$ cat config.mk
export PLATFORM = sky130hd
export DESIGN_NAME = vn3_lerp
export DESIGN_NICKNAME = d
export VERILOG_FILES = /design/src/vn3_pkg.sv /design/src/vn3_lerp.sv
export SDC_FILE = /design/constraint.sdc
export NUM_CORES = 1
export LEC_CHECK = 0
export ABC_CLOCK_PERIOD_IN_PS = 8600
export CORE_MARGIN = 4
export CORE_UTILIZATION = 45
export DETAILED_ROUTE_END_ITERATION = 10
export DONT_BUFFER_PORTS = 1
export GPL_ROUTABILITY_DRIVEN = 0
export GPL_TIMING_DRIVEN = 0
export PLACE_DENSITY = 0.67
export SKIP_CTS_REPAIR_TIMING = 1
export SYNTH_ARGS = -nofsm -noshare
export SYNTH_HDL_FRONTEND = slang
export SYNTH_SLANG_ARGS = --single-unit
$ cat constraint.sdc
create_clock -name clk -period 8.6 [get_ports clk]
set_clock_uncertainty 0.2 [all_clocks]
set_input_delay 0.86 -clock clk [delete_from_list [all_inputs] [get_ports clk]]
set_output_delay 0.86 -clock clk [all_outputs]
set_load 0.01 [all_outputs]
$ cat src/vn3_pkg.sv
// vn3_pkg: shared types and hash constants for the 3D value noise unit.
// No dependencies; imported by every module of the unit.
`timescale 1ns / 1ps

package vn3_pkg;

  localparam logic [31:0] MIX_MUL = 32'h045d9f3b;
  localparam logic [31:0] MUL_X   = 32'd374761393;
  localparam logic [31:0] MUL_Y   = 32'd668265263;
  localparam logic [31:0] MUL_Z   = 32'd1274126177;

  localparam int unsigned NUM_CORNERS = 8;
  localparam int unsigned PIPE_DEPTH  = 8;

  // corner index: bit 0 selects x0/x1, bit 1 y0/y1, bit 2 z0/z1
  typedef logic [NUM_CORNERS-1:0][7:0] corners_t;

  // eased fractions, each 0..256
  typedef struct packed {
    logic [8:0] sx;
    logic [8:0] sy;
    logic [8:0] sz;
  } ease_t;

endpackage

$ cat src/vn3_lerp.sv
// vn3_lerp: three-stage trilinear blend of the corner bytes, x then y then z.
// Depends on vn3_pkg (corners_t, ease_t).
`timescale 1ns / 1ps

module vn3_lerp import vn3_pkg::*; (
  input  logic       clk,
  input  corners_t   corners,
  input  ease_t      eased,
  output logic [7:0] noise
);

  // a + floor((b - a) * s / 256); the true result lies between a and b
  function automatic logic [7:0] blend(input logic [7:0] a, input logic [7:0] b,
                                       input logic [8:0] s);
    logic signed [8:0]  d;
    logic signed [9:0]  sw;
    logic signed [18:0] p;
    logic signed [18:0] q;
    d     = $signed({1'b0, b}) - $signed({1'b0, a});
    sw    = $signed({1'b0, s});
    p     = d * sw;
    q     = p >>> 8;
    blend = a + q[7:0];
  endfunction

  logic [3:0][7:0] xb_r;
  logic [1:0][7:0] yb_r;
  logic [7:0]      zb_r;
  logic [8:0]      sy_r, sz_r, sz2_r;

  always_ff @(posedge clk) begin
    xb_r[0] <= blend(corners[0], corners[1], eased.sx);
    xb_r[1] <= blend(corners[2], corners[3], eased.sx);
    xb_r[2] <= blend(corners[4], corners[5], eased.sx);
    xb_r[3] <= blend(corners[6], corners[7], eased.sx);
    sy_r    <= eased.sy;
    sz_r    <= eased.sz;
    yb_r[0] <= blend(xb_r[0], xb_r[1], sy_r);
    yb_r[1] <= blend(xb_r[2], xb_r[3], sy_r);
    sz2_r   <= sz_r;
    zb_r    <= blend(yb_r[0], yb_r[1], sz2_r);
  end

  assign noise = zb_r;

endmodule

# Word level (Yosys, flattened, before mapping)
# Index checks and enable logic that the tools add are counted.
# word_totals
regBits,83
inputBits,92
out_inout_bits,8
# op_classes
mul,7
add_sub_neg,14
# op_table
cell,count
$mul A9 B10 Y16,7
$sub A8 B8 Y9,7
$add A8 B8 Y8,7

# Longest topological paths before layout
# depth
depth_word,3
ltp_mapped,33
ltp_nobuf,33

# Worst setup path after synthesis
# No wires, ideal clock.
# synth_timing
path_type,in2reg
startpoint,in corners[8] (netlist name)
endpoint,reg xb_r[7] (netlist name)
n_path_buf,0
t_arrival_ns,7.310
required_ns,8.271
path_slack_ns,0.961
cell_stages,30
path_cell_list,inv_1 ha_1 fa_1 nand2b_1 a21oi_1 o21a_1 nor2_1 xnor2_1 nand2_1 fa_1 fa_1 inv_1 fa_1 fa_1 inv_1 fa_1 inv_1 ha_1 a21oi_1 o21ai_1 a21o_1 a21o_1 xor2_1 ha_1 inv_1 o21bai_1 or3_1 a31oi_1 xnor2_1 xnor3_1
# synth_between
elab_chain_cells,3
# synth_lines
item,line_no,text
"start, declared",vn3_lerp.sv:7,"input corners_t corners,"
$sub A8 B8 Y9,vn3_lerp.sv:19,"d = $signed({1'b0, b}) - $signed({1'b0, a});"
$mul A9 B10 Y16,vn3_lerp.sv:21,p = d * sw;
$add A8 B8 Y8,vn3_lerp.sv:23,blend = a + q[7:0];
"end, declared",vn3_lerp.sv:26,logic [3:0][7:0] xb_r;
# Every way passes these cells.

# Worst setup path in the final report
# layout_timing
startpoint,reg xb_r[24] (netlist name)
endpoint,reg yb_r[15] (netlist name)
# layout_between
elab_chain_cells,3
# layout_lines
item,line_no,text
$sub A8 B8 Y9,vn3_lerp.sv:19,
$mul A9 B10 Y16,vn3_lerp.sv:21,
$add A8 B8 Y8,vn3_lerp.sv:23,
"end, declared",vn3_lerp.sv:27,logic [1:0][7:0] yb_r;
# Every way passes these cells.

==> impl_metrics.csv <==
group,metric,value,unit
route,drc,0,
finish,final_util,48.2,%
finish,post-route-cell-area,23100,µm²
synthesis,synth-seq-cells,83,
grt,grt_max_degree,16,
route,avgRoutedWirePerCell,17.1,µm
grt,grt_pass1_wl,86.2,mm
route,ant_nets,0,
worst_setup_path,critPathMaxFanout,9,
clocking,numCtsBuffers,9,
die,fp.coreArea,48000,µm²
synthesis,yosys_warnings,0,
worst_setup_path,worst_setup_path_end_kind,"flip-flop",
die,rows,80,
finish,mostFrequentLayoutCells,"inv_1, fa_1, ha_1",
synthesis,synth_ff_type,"dfxtp_1",
worst_setup_path,crit_arrival,8.29,ns
sta,maxSlewViolCount,0,
placement,dp_hpwl,43.6,mm
placement,port_buffers,0,
worst_setup_path,cp.required,8.63,ns
die,initial_core_util,45.8,%
sta,post-route-min-period,8.25,ns
synthesis,ys_types,59,
finish,nFillCells,4529,
clocking,cts_tree,"built",
sta,max_slew_margin,27.8,%
synthesis,seq_area_frac_synth,7.55,%
synthesis,syn_area_per_cell,9.27,µm²
finish,layout_commonest_cell,"inv_1",
clocking,clk_latency,0.36,ns
die,die_x,229,µm
grt,grt_overflow_total,0,
clocking,clock-sinks,83,
route,wl,51.5,mm
clocking,root_buffer,"clkbuf_16",
placement,dpl_cell_area,22800,µm²
worst_setup_path,startpoint_type,"flip-flop",
finish,drive_gt1_share,2.30,%
outcome,status,"completed",
route,initialDrtViolationCount,722,
finish,area_growth,5.10,%
sta,hold_viol_final,0,
worst_setup_path,slowest_delay,0.67,ns
sta,tightest_slew,1.08,ns
job,drv_cap,0,
die,dieArea,52500,µm²
synthesis,syn-cell-area,22000,µm²
sta,max_freq,0.121,GHz
die,boundaryPins,100,
grt,antenna_found_initial,3,
sta,finalCritPeriodShare,96.0,%
route,viasPerCell,5.24,
clocking,h-tree-depth,3,
worst_setup_path,critical_path_class,"reg -> reg",
finish,nNetsFinal,3192,
synthesis,synth_edf_count,0,
grt,grt_usage,20.0,%
sta,setup_viol,0,
worst_setup_path,crit_family,"adder cells",
worst_setup_path,slowest_stage,"xnor2_1",
synthesis,async_reset_ff_share,0,%
clocking,clockBufferDepth,2,
synthesis,yosys.area.top_type_share,32.5,%
clocking,clk_pin_slew,0.07,ns
route,vias,15771,
synthesis,syn_nets,3181,
worst_setup_path,cp_common_cell,"fa_1",
synthesis,synth_area_leader_cell,"fa_1",
die,die_h,229,µm
min_path,hp-class,"reg -> reg",
route,first_pass_iters,7,
worst_setup_path,cp_num_buf_inv,4,
synthesis,synth_area_leaders,"fa_1, ha_1, dfxtp_1",
grt,grt_pass1_vias,17172,
synthesis,netlist_instances,2375,
final cells by class:
class | count | area (µm²) | area share [%]
Inverter | 416 | 1560 | 6.75
Tap cell | 615 | 769 | 3.32
Clock inverter | 6 | 71.3 | 0.308
Sequential cell | 83 | 1660 | 7.18
Clock buffer | 10 | 229 | 0.989
Multi-Input combinational cell | 1833 | 18700 | 80.7
Buffer | 43 | 161 | 0.697
Antenna cell | 2 | 5.00 | 0.0216
metrics by stage:
step           instances  hold slack, ns  setup slack (ns)   TNS, ns
2_1_floorplan       2375           0.110             0.961         0
3_3_place_gp        2990           0.114            0.0680         0
3_5_place_dp        2990           0.114            -0.105    -0.113
4_1_cts             3006           0.133             0.265         0
5_1_grt             3006           0.139          -0.00663  -0.00663
6_report            3008           0.129             0.346         0
per-layer routing:
metal  vias to the layer above  track usage (%)  part of all wire, %
met4                         0             5.19                  2.2
li1                       7460                -                    -
met5                         -                0                    0
met1                      7899             25.6                   44
met2                       335             36.1                   50
met3                        77             2.27                  3.7
cells by family (layout without fill, tap and decap cells):
| family | after synthesis | in the layout | synth area share, % |
|---|---|---|---|
| compound gates | 230 | 230 | 6.79 |
| fa+ha+maj | 714 | 714 | 52.7 |
| simple gates | 725 | 725 | 18.2 |
| other cells | 0 | 2 | 0 |
| xor+xnor | 164 | 164 | 6.90 |
| buf+inv | 459 | 475 | 7.82 |
| flops | 83 | 83 | 7.55 |
state kept, by name, summed over array words and instances, names as in the netlist:
name,count
xb_r,32
noise,8
sz2_r,9
sz_r,9
yb_r,16
sy_r,9
cells in the mapped netlist, drive strengths merged, types with 5 or more instances:
| master | count |
|---|---|
| nand4 | 6 |
| xnor3 | 6 |
| a31oi | 6 |
| o31ai | 5 |
| o41ai | 5 |
| o21bai | 14 |
| xnor2 | 131 |
| xor2 | 27 |
| a21boi | 8 |
| a21o | 23 |
| nor4 | 5 |
| or4 | 7 |
| dfxtp | 83 |
| o22a | 8 |
| fa | 357 |
| o21a | 30 |
| o21ai | 42 |
| nand2b | 131 |
| or2 | 23 |
| a21oi | 70 |
| nor2 | 98 |
| inv | 416 |
| ha | 357 |
| or3 | 7 |
| clkbuf | 43 |
| nor2b | 48 |
| nor3 | 12 |
| nand2 | 137 |
| and2 | 237 |
worst paths after layout:
check                    from  slack (ns)  depth (start not counted)                to
max          xb_r[24]$_DFF_P_        0.35                         30  yb_r[15]$_DFF_P_
min           sz_r[1]$_DFF_P_        0.13                          0  sz2_r[1]$_DFF_P_
max reg2reg  xb_r[24]$_DFF_P_        0.35                         30  yb_r[15]$_DFF_P_
min reg2reg   sz_r[1]$_DFF_P_        0.13                          0  sz2_r[1]$_DFF_P_
Power is not shown: default switching activity piles up to over one toggle a cycle in this logic, so the estimate is an artifact.
