## src/vn3_pkg.sv

```systemverilog
// vn3_pkg: shared types and hash constants for the 3D value noise unit.
// No dependencies; imported by every module of the unit.
`timescale 1ns / 1ps

package vn3_pkg;

  localparam logic [31:0] MIX_MUL = 32'h045d9f3b;
  localparam logic [31:0] MUL_X   = 32'd374761393;
  localparam logic [31:0] MUL_Y   = 32'd668265263;
  localparam logic [31:0] MUL_Z   = 32'd1274126177;

  localparam int unsigned NUM_CORNERS = 8;
  localparam int unsigned PIPE_DEPTH  = 8;

  // corner index: bit 0 selects x0/x1, bit 1 y0/y1, bit 2 z0/z1
  typedef logic [NUM_CORNERS-1:0][7:0] corners_t;

  // eased fractions, each 0..256
  typedef struct packed {
    logic [8:0] sx;
    logic [8:0] sy;
    logic [8:0] sz;
  } ease_t;

endpackage

```

## src/vn3_ease.sv

```systemverilog
// vn3_ease: three-stage cubic smoothstep of the three fractional bytes.
// Depends on vn3_pkg (ease_t).
`timescale 1ns / 1ps

module vn3_ease import vn3_pkg::*; (
  input  logic [7:0] frac_x,
  input  logic [7:0] frac_y,
  input  logic [7:0] frac_z,
  input  logic       clk,
  output ease_t      eased
);

  logic [2:0][7:0] t_in;
  logic [2:0][7:0] t_r, t2_r, t2b_r, t3_r;
  logic [2:0][8:0] s_r;

  assign t_in = {frac_z, frac_y, frac_x};

  genvar a;
  generate
    for (a = 0; a < 3; a++) begin : g_axis
      logic [15:0] sq_nxt;
      logic [15:0] cu_nxt;
      logic [9:0]  s_nxt;

      assign sq_nxt = t_in[a] * t_in[a];
      assign cu_nxt = t2_r[a] * t_r[a];
      // 3*t2 - 2*t3 stays within 0..256
      assign s_nxt  = {2'b00, t2b_r[a]} + {1'b0, t2b_r[a], 1'b0} - {1'b0, t3_r[a], 1'b0};

      always_ff @(posedge clk) begin
        t_r[a]   <= t_in[a];
        t2_r[a]  <= sq_nxt[15:8];
        t2b_r[a] <= t2_r[a];
        t3_r[a]  <= cu_nxt[15:8];
        s_r[a]   <= s_nxt[8:0];
      end
    end
  endgenerate

  assign eased.sx = s_r[0];
  assign eased.sy = s_r[1];
  assign eased.sz = s_r[2];

endmodule

```

## config.mk

```make
export PLATFORM = sky130hd
export DESIGN_NAME = vn3_ease
export DESIGN_NICKNAME = d
export VERILOG_FILES = /design/src/vn3_pkg.sv /design/src/vn3_ease.sv
export SDC_FILE = /design/constraint.sdc
export NUM_CORES = 1
export LEC_CHECK = 0
export ABC_AREA = 1
export BUFFER_PORTS_ARGS = -buffer_cell sky130_fd_sc_hd__buf_2
export CORE_UTILIZATION = 45
export CTS_CLUSTER_SIZE = 14
export DETAILED_ROUTE_END_ITERATION = 16
export PLACE_DENSITY = 0.59
export SYNTH_ARGS = -nofsm -noshare
export SYNTH_HDL_FRONTEND = slang
export SYNTH_SLANG_ARGS = --single-unit
export TNS_END_PERCENT = 50
```

## constraint.sdc

```tcl
create_clock -name clk -period 8.41 [get_ports clk]
set_input_delay 1.682 -clock clk [delete_from_list [all_inputs] [get_ports clk]]
set_output_delay 1.682 -clock clk [all_outputs]
set_load 0.01 [all_outputs]
```

* Yosys cells after proc, flatten, opt, wreduce, memory -nomap -nowiden *
Cells that the tools add are included.

storage, ports and cells
  register bits = 123
  bits of input ports = 25
  output and inout port bits = 27
  logic and storage cells = 27

cells by class
  $add $sub $neg = 6
  multipliers = 6

operators with widths
  cell          number
  $mul 8x8->16  6
  $add 8x9->9   3
  $sub 9x9->9   3

* Longest topological paths before layout *
Gate-level depths: netlist (run 1).

  depth after elaboration = 2
  mapped depth = 20
  gate-level depth less buffers = 19

* Worst setup path after synthesis (run 1) *
No wires, ideal clock.

  path kind = input to register
  from = in frac_z[5]
  to = reg t2_r[22] (netlist bit)
  arrival = 5041 ps
  required time = 8298 ps
  setup slack = 3257 ps
  cell stages on the path = 17
  path buffers = 1
  cell sequence = clkbuf_1 > nand2_1 > fa_1 > inv_1 > fa_1 > fa_1 > inv_1 > fa_1 > inv_1 > ha_1 > a21o_1 > a21oi_1 > nand2_1 > nand2_1 > nand2_1 > nand2_1 > nand2_1

on the way
  cells in the longest elaborated chain, start to end = 1

ends and longest elaborated chain
  element                         RTL line        text
  start: declaration              vn3_ease.sv:8   input logic [7:0] frac_z,
  $mul 8x8->16                    vn3_ease.sv:26  assign sq_nxt = t_in[a] * t_in[a];
  via g_axis[2].sq_nxt[14]        vn3_ease.sv:22  logic [15:0] sq_nxt;
  end signal: indexed assignment  vn3_ease.sv:33  t2_r[a] <= sq_nxt[15:8];
  end: declaration                vn3_ease.sv:14  logic [2:0][7:0] t_r, t2_r, t2b_r, t3_r;

The timed path passes the listed nets, and every way through them passes these cells.

* Worst setup path in the final report (run 1) *
  from = in frac_x[3]
  to = reg t2_r[7] (netlist bit)

on the way
  cells in the longest elaborated chain, start to end = 1

ends and longest elaborated chain
  element                   RTL line        text
  start: declaration        vn3_ease.sv:6   input logic [7:0] frac_x,
  $mul 8x8->16              vn3_ease.sv:26
  via g_axis[0].sq_nxt[15]  vn3_ease.sv:22

The timed path passes the listed nets, and every way through them passes these cells.

==> results of run 1 <==
[cell usage after synthesis, drive strengths merged, types with 11 or more instances]
master	count	area, sq um
a21o	11	82.6
a21oi	71	355
clkbuf	50	188
dfxtp	123	2460
fa	201	4020
ha	204	2550
inv	606	2270
nand2	544	2070
nand3	51	255
nand4	18	113
nor2	59	231
o21ai	31	155
o21bai	11	82.6
xnor2	22	193
xor2	35	307
[registers in the layout, indices dropped and copies added, names as in the netlist]
name   count
t3_r      24
t2_r      24
t_r       24
t2b_r     24
eased     27
[stage by stage]
step / std cells / util, % / instance area (sq um) / hold WS, ps
global route: 2557 / 49.8 / 16900 / 360
floorplan: 2082 / - / 15600 / 326
global placement: 2525 / 47.9 / 16200 / 337
CTS: 2557 / 49.8 / 16900 / 344
detailed placement: 2525 / 47.9 / 16200 / 342
finish: 2557 / 49.8 / 16900 / 347
[area by class of cell]
class                      instances  area (sq um)
sequential                       123          2460
inverter                         606          2270
fill                            3403         17000
clock buffer                      19           453
clock inverter                    13           179
timing repair buffer              51           255
tap                              448           561
multi-input combinational       1297         10700
[cell families (layout without fill, tap and decap cells)]
group | Yosys count | count (layout)
flip-flops | 123 | 123
XOR/XNOR | 57 | 57
adder cells (fa/ha/maj) | 405 | 405
buffers and inverters | 662 | 689
AO/OA/AOI/OAI | 140 | 140
AND/OR/NAND/NOR | 695 | 695
[worst paths after layout]
| kind | startpoint | end | slack [ps] | depth (start not counted) |
|---|---|---|---|---|
| worst max register to register | t2_r[21] | t3_r[23] | 4280 | 15 |
| worst min-delay path | t2b_r[16] | eased[0] | 350 | 0 |
| worst min register to register | t2b_r[16] | eased[0] | 350 | 0 |
| worst max-delay path | frac_x[3] | t2_r[7] | 3580 | 16 |
[worst max-delay path, stage by stage]
cell	delay, ps
sky130_fd_sc_hd__buf_2	210
sky130_fd_sc_hd__nand2_1	80
sky130_fd_sc_hd__inv_1	120
sky130_fd_sc_hd__fa_1	460
sky130_fd_sc_hd__fa_1	540
sky130_fd_sc_hd__inv_1	50
sky130_fd_sc_hd__fa_1	440
sky130_fd_sc_hd__fa_1	480
sky130_fd_sc_hd__inv_1	40
sky130_fd_sc_hd__ha_1	320
sky130_fd_sc_hd__a21oi_1	200
sky130_fd_sc_hd__o21bai_1	100
sky130_fd_sc_hd__a21oi_1	220
sky130_fd_sc_hd__nand2_1	80
sky130_fd_sc_hd__nand2_1	60
sky130_fd_sc_hd__nand2_1	40
[per-layer routing]
layer / track usage (%) / up-vias / wire, microns
li1: - / 6113 / -
met1: 25.1 / 5632 / 14800
met2: 32.7 / 153 / 14800
met3: 2.01 / 28 / 859
met4: 4.96 / 0 / 410
met5: 0 / - / 0
==> implementation parameters, run 1 <==
Parameter                              Value

Timing
  Worst slew margin relative to its limit ... 65.6%
  Minimum period implied by the final worst setup slack ... 4830 ps
  Setup slack after layout ... 3580 ps
  Worst slew pin tran ... 516 ps
  Achievable frequency ... 207 MHz
  Unrepaired setup endpoints after global routing ... no
  Share of the clock period used by the worst path after layout ... 57.4%
  Number of pins with negative max-slew slack in the final report ... 0
  Clk_skew ... 12.4 ps
  Final number of hold-violating endpoints ... 0
  Setup TNS after final layout ... 0 ps
  Setup-failing EPs final ... 0

Synth
  #FFs+latches synth ... 123
  Post-Synth Simple-Gate Area ... 18.0%
  Sequential cell area fraction in the yosys report ... 15.7%
  Synthesized instance count ... 2082
  Top_reg_cell synth ... sky130_fd_sc_hd__dfxtp_1
  Async SR Flop Fraction ... 0%
  Xor-xnor portion of the synthesized cell area ... 3.19%
  Post-synthesis adder-cell area fraction ... 42.1%
  Count of warnings emitted by yosys ... 0
  Post-synth net total ... 2512
  Post-synthesis mux area share ... 0%
  Synthesized area ... 15600 sq um
  Main combinational cell family by area after synthesis ... adder cells
  Number of unique standard cell types used by synthesis ... 30
  Synthesized area divided by synthesized cell count ... 7.51 sq um
  Synthesized-area fraction occupied by ao, oa, aoi and oai cells ... 5.01%
  Number of flops mapped to enable cells by yosys ... 0

GRT
  Residual overflow from global routing ... 0
  Number of global-route vias before repair ... 12300
  Antenna violations before repair ... 0
  Largest net degree at the start of global routing ... 17
  Aggregate global-route resource usage ... 18.9%
  Wire length of the first global-routing pass ... 55400 microns

Critical path
  Arrival time reported for the critical path endpoint ... 5150 ps
  Critical Path End Type ... flop
  Data required time at the worst endpoint ... 8730 ps
  Critical path peak fanout ... 10
  Startpoint class of the critical path ... input port
  Startpoint-to-endpoint class of the critical path ... input port to flop

Layout
  Antenna diode count ... 0
  Share of cells above drive strength 1 ... 4.74%
  NumNets Final ... 2526
  Commonest cells after routing, fill and taps aside ... sky130_fd_sc_hd__inv_1, sky130_fd_sc_hd__nand2_1, sky130_fd_sc_hd__ha_1
  Most common cell after layout, fill and taps aside ... sky130_fd_sc_hd__inv_1
  Area overhead of the layout relative to synthesis ... 7.87%

CTS
  Sinks on the clock net ... 123
  CTS clk-pin slew, worst paths ... 60 ps
  TritonCTS clock tree ... built
  Inserted Clock Buffers ... 17
  Clock latency of the later-clocked register in the worst-skew pair ... 420 ps
  Maximum clock path buffer count ... 2
  Post-CTS Repair Setup Buffers ... 0
  Cts hold-fix bufs ... 0
  Root Driver ... sky130_fd_sc_hd__clkbuf_16
  H-tree level count ... 4
  Number of gates resized after cts ... 0

Placement
  Detailed placement HPWL ... 25800 microns
  Setup Slack @ Placement ... 3130 ps
  Total of buffers placed on input and output ports ... 51
  Final GP Congestion ... 0.854

Route
  Detailed Route WL ... 30900 microns
  Via count ... 11900
  Vias per inst ... 4.66
  Detailed-routing iteration count for the pre-antenna-repair pass ... 6
  Drt drc ... 0
  WL per Instance ... 12.1 microns
  DRT iter0 DRCs ... 565
  Number of nets still failing antenna checks after routing ... 0

Floorplanning
  Floorplan row count ... 67
  Area of the core ... 33900 sq um
  Die Y ... 188 microns
  Die outline area ... 35500 sq um
  Width of the die ... 188 microns
  Initial standard-cell utilization of the core ... 46.2%
  Top-level I/O count ... 52

Min path
  Hold Path Class ... flop to flop

Run status
  Result of the run ... complete, no violations

Run
  Maximum capacitance violations ... 0
Power of run 1 is not shown: default switching activity piles up to over one toggle a cycle in this logic, so the estimate is an artifact.
==> run 2, diff against run 1 <==
Settings changed: ABC_AREA 1 to 0.
Clock period 8.41 ns to 4.6 ns, I/O delays scaled along.
==> run 2 against run 1 <==
Against the previous run:
- sequential share of layout area grew 0.90 points
- cell area shrank 5.8%
- synthesized cell count shrank 31%
- critical path depth grew 1
- critical endpoint is now t2_r[15]
- highest routed layer unchanged
==> implementation parameters, run 2 <==
Parameter                              Value

Run status
  Result of the run ... complete, no violations

Synth
  Number of flops mapped to enable cells by yosys ... 0 (unchanged)
  Most repeated cell in the gate-level netlist after synthesis ... sky130_fd_sc_hd__inv_1
  Async SR Flop Fraction ... 0% (unchanged)
  Synth top area share ... 29.0% (+3.2 points)
  Synthesized instance count ... 1436 (-31%)
  Post-synth net total ... 1866 (-26%)
  Top cell type by total area after synthesis ... sky130_fd_sc_hd__fa_1
  Cell types with the largest area share after synthesis ... sky130_fd_sc_hd__fa_1, sky130_fd_sc_hd__ha_1, sky130_fd_sc_hd__dfxtp_1, sky130_fd_sc_hd__and2_1, sky130_fd_sc_hd__inv_1
  Synthesized area divided by synthesized cell count ... 9.67 sq um (+29%)
  Sequential cell area fraction in the yosys report ... 17.7% (+2.0 points)
  Count of warnings emitted by yosys ... 0 (unchanged)
  Synthesized area ... 13900 sq um (-11%)
  Commonest cells in the synthesized netlist ... sky130_fd_sc_hd__inv_1, sky130_fd_sc_hd__and2_1, sky130_fd_sc_hd__ha_1
  #FFs+latches synth ... 123 (unchanged)
  Top_reg_cell synth ... sky130_fd_sc_hd__dfxtp_1
  Number of unique standard cell types used by synthesis ... 52 (+73%)

Critical path
  Highest cell delay on the worst timing path ... 490 ps (-50 ps)
  Critical Path End Type ... flop
  Critical path peak fanout ... 5 (-5)
  Library cell contributing the largest single delay on the critical path ... sky130_fd_sc_hd__fa_1
  Most repeated library cell on the critical path ... sky130_fd_sc_hd__fa_1
  Crit-path leading delay family ... adder cells
  Startpoint-to-endpoint class of the critical path ... input port to flop
  Startpoint class of the critical path ... input port
  Crit path buf inv count ... 5 (+1)
  Data required time at the worst endpoint ... 4950 ps (-3780 ps)
  Arrival time reported for the critical path endpoint ... 4710 ps (-440 ps)
  Cells along the critical path ... buf_2, inv_1, nor2_1, buf_4, fa_1, fa_1, fa_1, inv_1, fa_1, inv_1, ha_1, a21oi_1, nand3_1, o2111ai_1, nand2_1, o41ai_1, xor2_1

Route
  Detailed Route WL ... 24600 microns (-20%)
  DRT iter0 DRCs ... 185 (-67%)
  Vias per inst ... 4.69 (+0.51%)
  Via count ... 9329 (-22%)
  WL per Instance ... 12.4 microns (+2.4%)
  Drt drc ... 0 (unchanged)
  Number of nets still failing antenna checks after routing ... 0 (unchanged)
  Detailed-routing iteration count for the pre-antenna-repair pass ... 4 (-2)

Layout
  Share of cells above drive strength 1 ... 10.9% (+6.1 points)
  Commonest cells after routing, fill and taps aside ... sky130_fd_sc_hd__inv_1, sky130_fd_sc_hd__and2_1, sky130_fd_sc_hd__ha_1
  Area overhead of the layout relative to synthesis ... 14.4%
  Max reg flops ... 27 (unchanged)
  NumNets Final ... 2017 (-20%)
  Antenna diode count ... 0 (unchanged)
  Utilization after layout ... 52.9% (+3.1 points)
  Final cell count without fillers ... 1990 (-22%)
  Most common cell after layout, fill and taps aside ... sky130_fd_sc_hd__inv_1

Floorplanning
  Floorplan row count ... 63 (-6.0%)
  Area of the core ... 30000 sq um (-11%)
  Initial standard-cell utilization of the core ... 46.2% (+0.062 points)
  Top-level I/O count ... 52 (unchanged)
  Width of the die ... 178 microns (-5.7%)
  Die Y ... 178 microns (-5.7%)
  Die outline area ... 31600 sq um (-11%)

CTS
  Sinks on the clock net ... 123 (unchanged)
  Maximum clock path buffer count ... 2 (unchanged)
  CTS clk-pin slew, worst paths ... 50 ps (about the same)
  H-tree level count ... 4 (unchanged)
  Post-CTS Repair Setup Buffers ... 0 (unchanged)
  Number of gates resized after cts ... 0 (unchanged)
  Cts hold-fix bufs ... 0 (unchanged)
  Inserted Clock Buffers ... 17 (unchanged)
  Root Driver ... sky130_fd_sc_hd__clkbuf_16
  TritonCTS clock tree ... built
  Clock latency of the later-clocked register in the worst-skew pair ... 420 ps (about the same)

Timing
  Achievable frequency ... 229 MHz
  Setup-failing EPs final ... 0 (unchanged)
  Worst slew pin tran ... 404 ps (-112 ps)
  Clk_skew ... 11.0 ps (-1.44 ps)
  Minimum period implied by the final worst setup slack ... 4360 ps
  Share of the clock period used by the worst path after layout ... 94.7%
  Final number of hold-violating endpoints ... 0 (unchanged)
  Worst slew margin relative to its limit ... 72.7% (+7.1 points)
  Hold_ws ... 351 ps (+4.15 ps)
  Unrepaired setup endpoints after global routing ... no
  Number of pins with negative max-slew slack in the final report ... 0 (unchanged)

GRT
  Wire length of the first global-routing pass ... 44400 microns (-20%)
  Largest net degree at the start of global routing ... 17 (unchanged)
  Number of global-route vias before repair ... 9828 (-20%)
  Residual overflow from global routing ... 0 (unchanged)
  Aggregate global-route resource usage ... 17.4% (-1.5 points)
  Antenna violations before repair ... 0 (unchanged)

Placement
  Cells after DPL ... 1958 (-22%)
  Detailed placement HPWL ... 20800 microns (-20%)
  Final GP Congestion ... 0.784 (-8.2%)
  Total of buffers placed on input and output ports ... 51 (unchanged)

Min path
  Hold Path Class ... flop to flop

Run
  Maximum capacitance violations ... 0 (unchanged)
run 2: path summary, 6_finish.rpt:
check / startpoint / endpoint / slack (ps) / cells after the start
max: frac_y[3] / t2_r[15] / 240 / 17
min: t2b_r[8] / eased[9] / 350 / 0
max reg2reg: t2_r[12] / t3_r[15] / 310 / 14
min reg2reg: t2b_r[8] / eased[9] / 350 / 0
run 2: layer usage:
layer / vias up / part of all wire, % / global-route usage (%)
met1: 4485 / 48 / 22.3
met4: 0 / 1.1 / 4.49
met2: 76 / 49 / 30.9
li1: 4749 / - / -
met3: 19 / 1.6 / 1.99
met5: - / 0 / 0
run 2: stage by stage:
step / instance area, sq um / setup TNS (ps) / setup slack, ps
final: 15900 / 0 / 243
after global routing: 15900 / 0 / 34.4
after CTS: 15900 / 0 / 238
after detailed placement: 15300 / -1000 / -195
after global placement: 15300 / -377 / -138
after floorplan: 13900 / -48.5 / -48.5
run 2: cell families after synthesis:
group / Yosys count / synth area share [%]
XOR/XNOR: 82 / 5.17
AO/OA/AOI/OAI: 123 / 5.87
buffers and inverters: 311 / 8.41
AND/OR/NAND/NOR: 390 / 15.3
flip-flops: 123 / 17.7
multiplexers: 2 / 0.144
adder cells (fa/ha/maj): 405 / 47.4
run 2: layout make-up:
type	instances	area [sq um]
fill	2771	14100
multi-input combinational	1002	10300
sequential	123	2460
inverter	309	1160
timing repair buffer	134	878
clock buffer	26	499
tap	390	488
clock inverter	6	133
Power of run 2 is left out for the same reason.
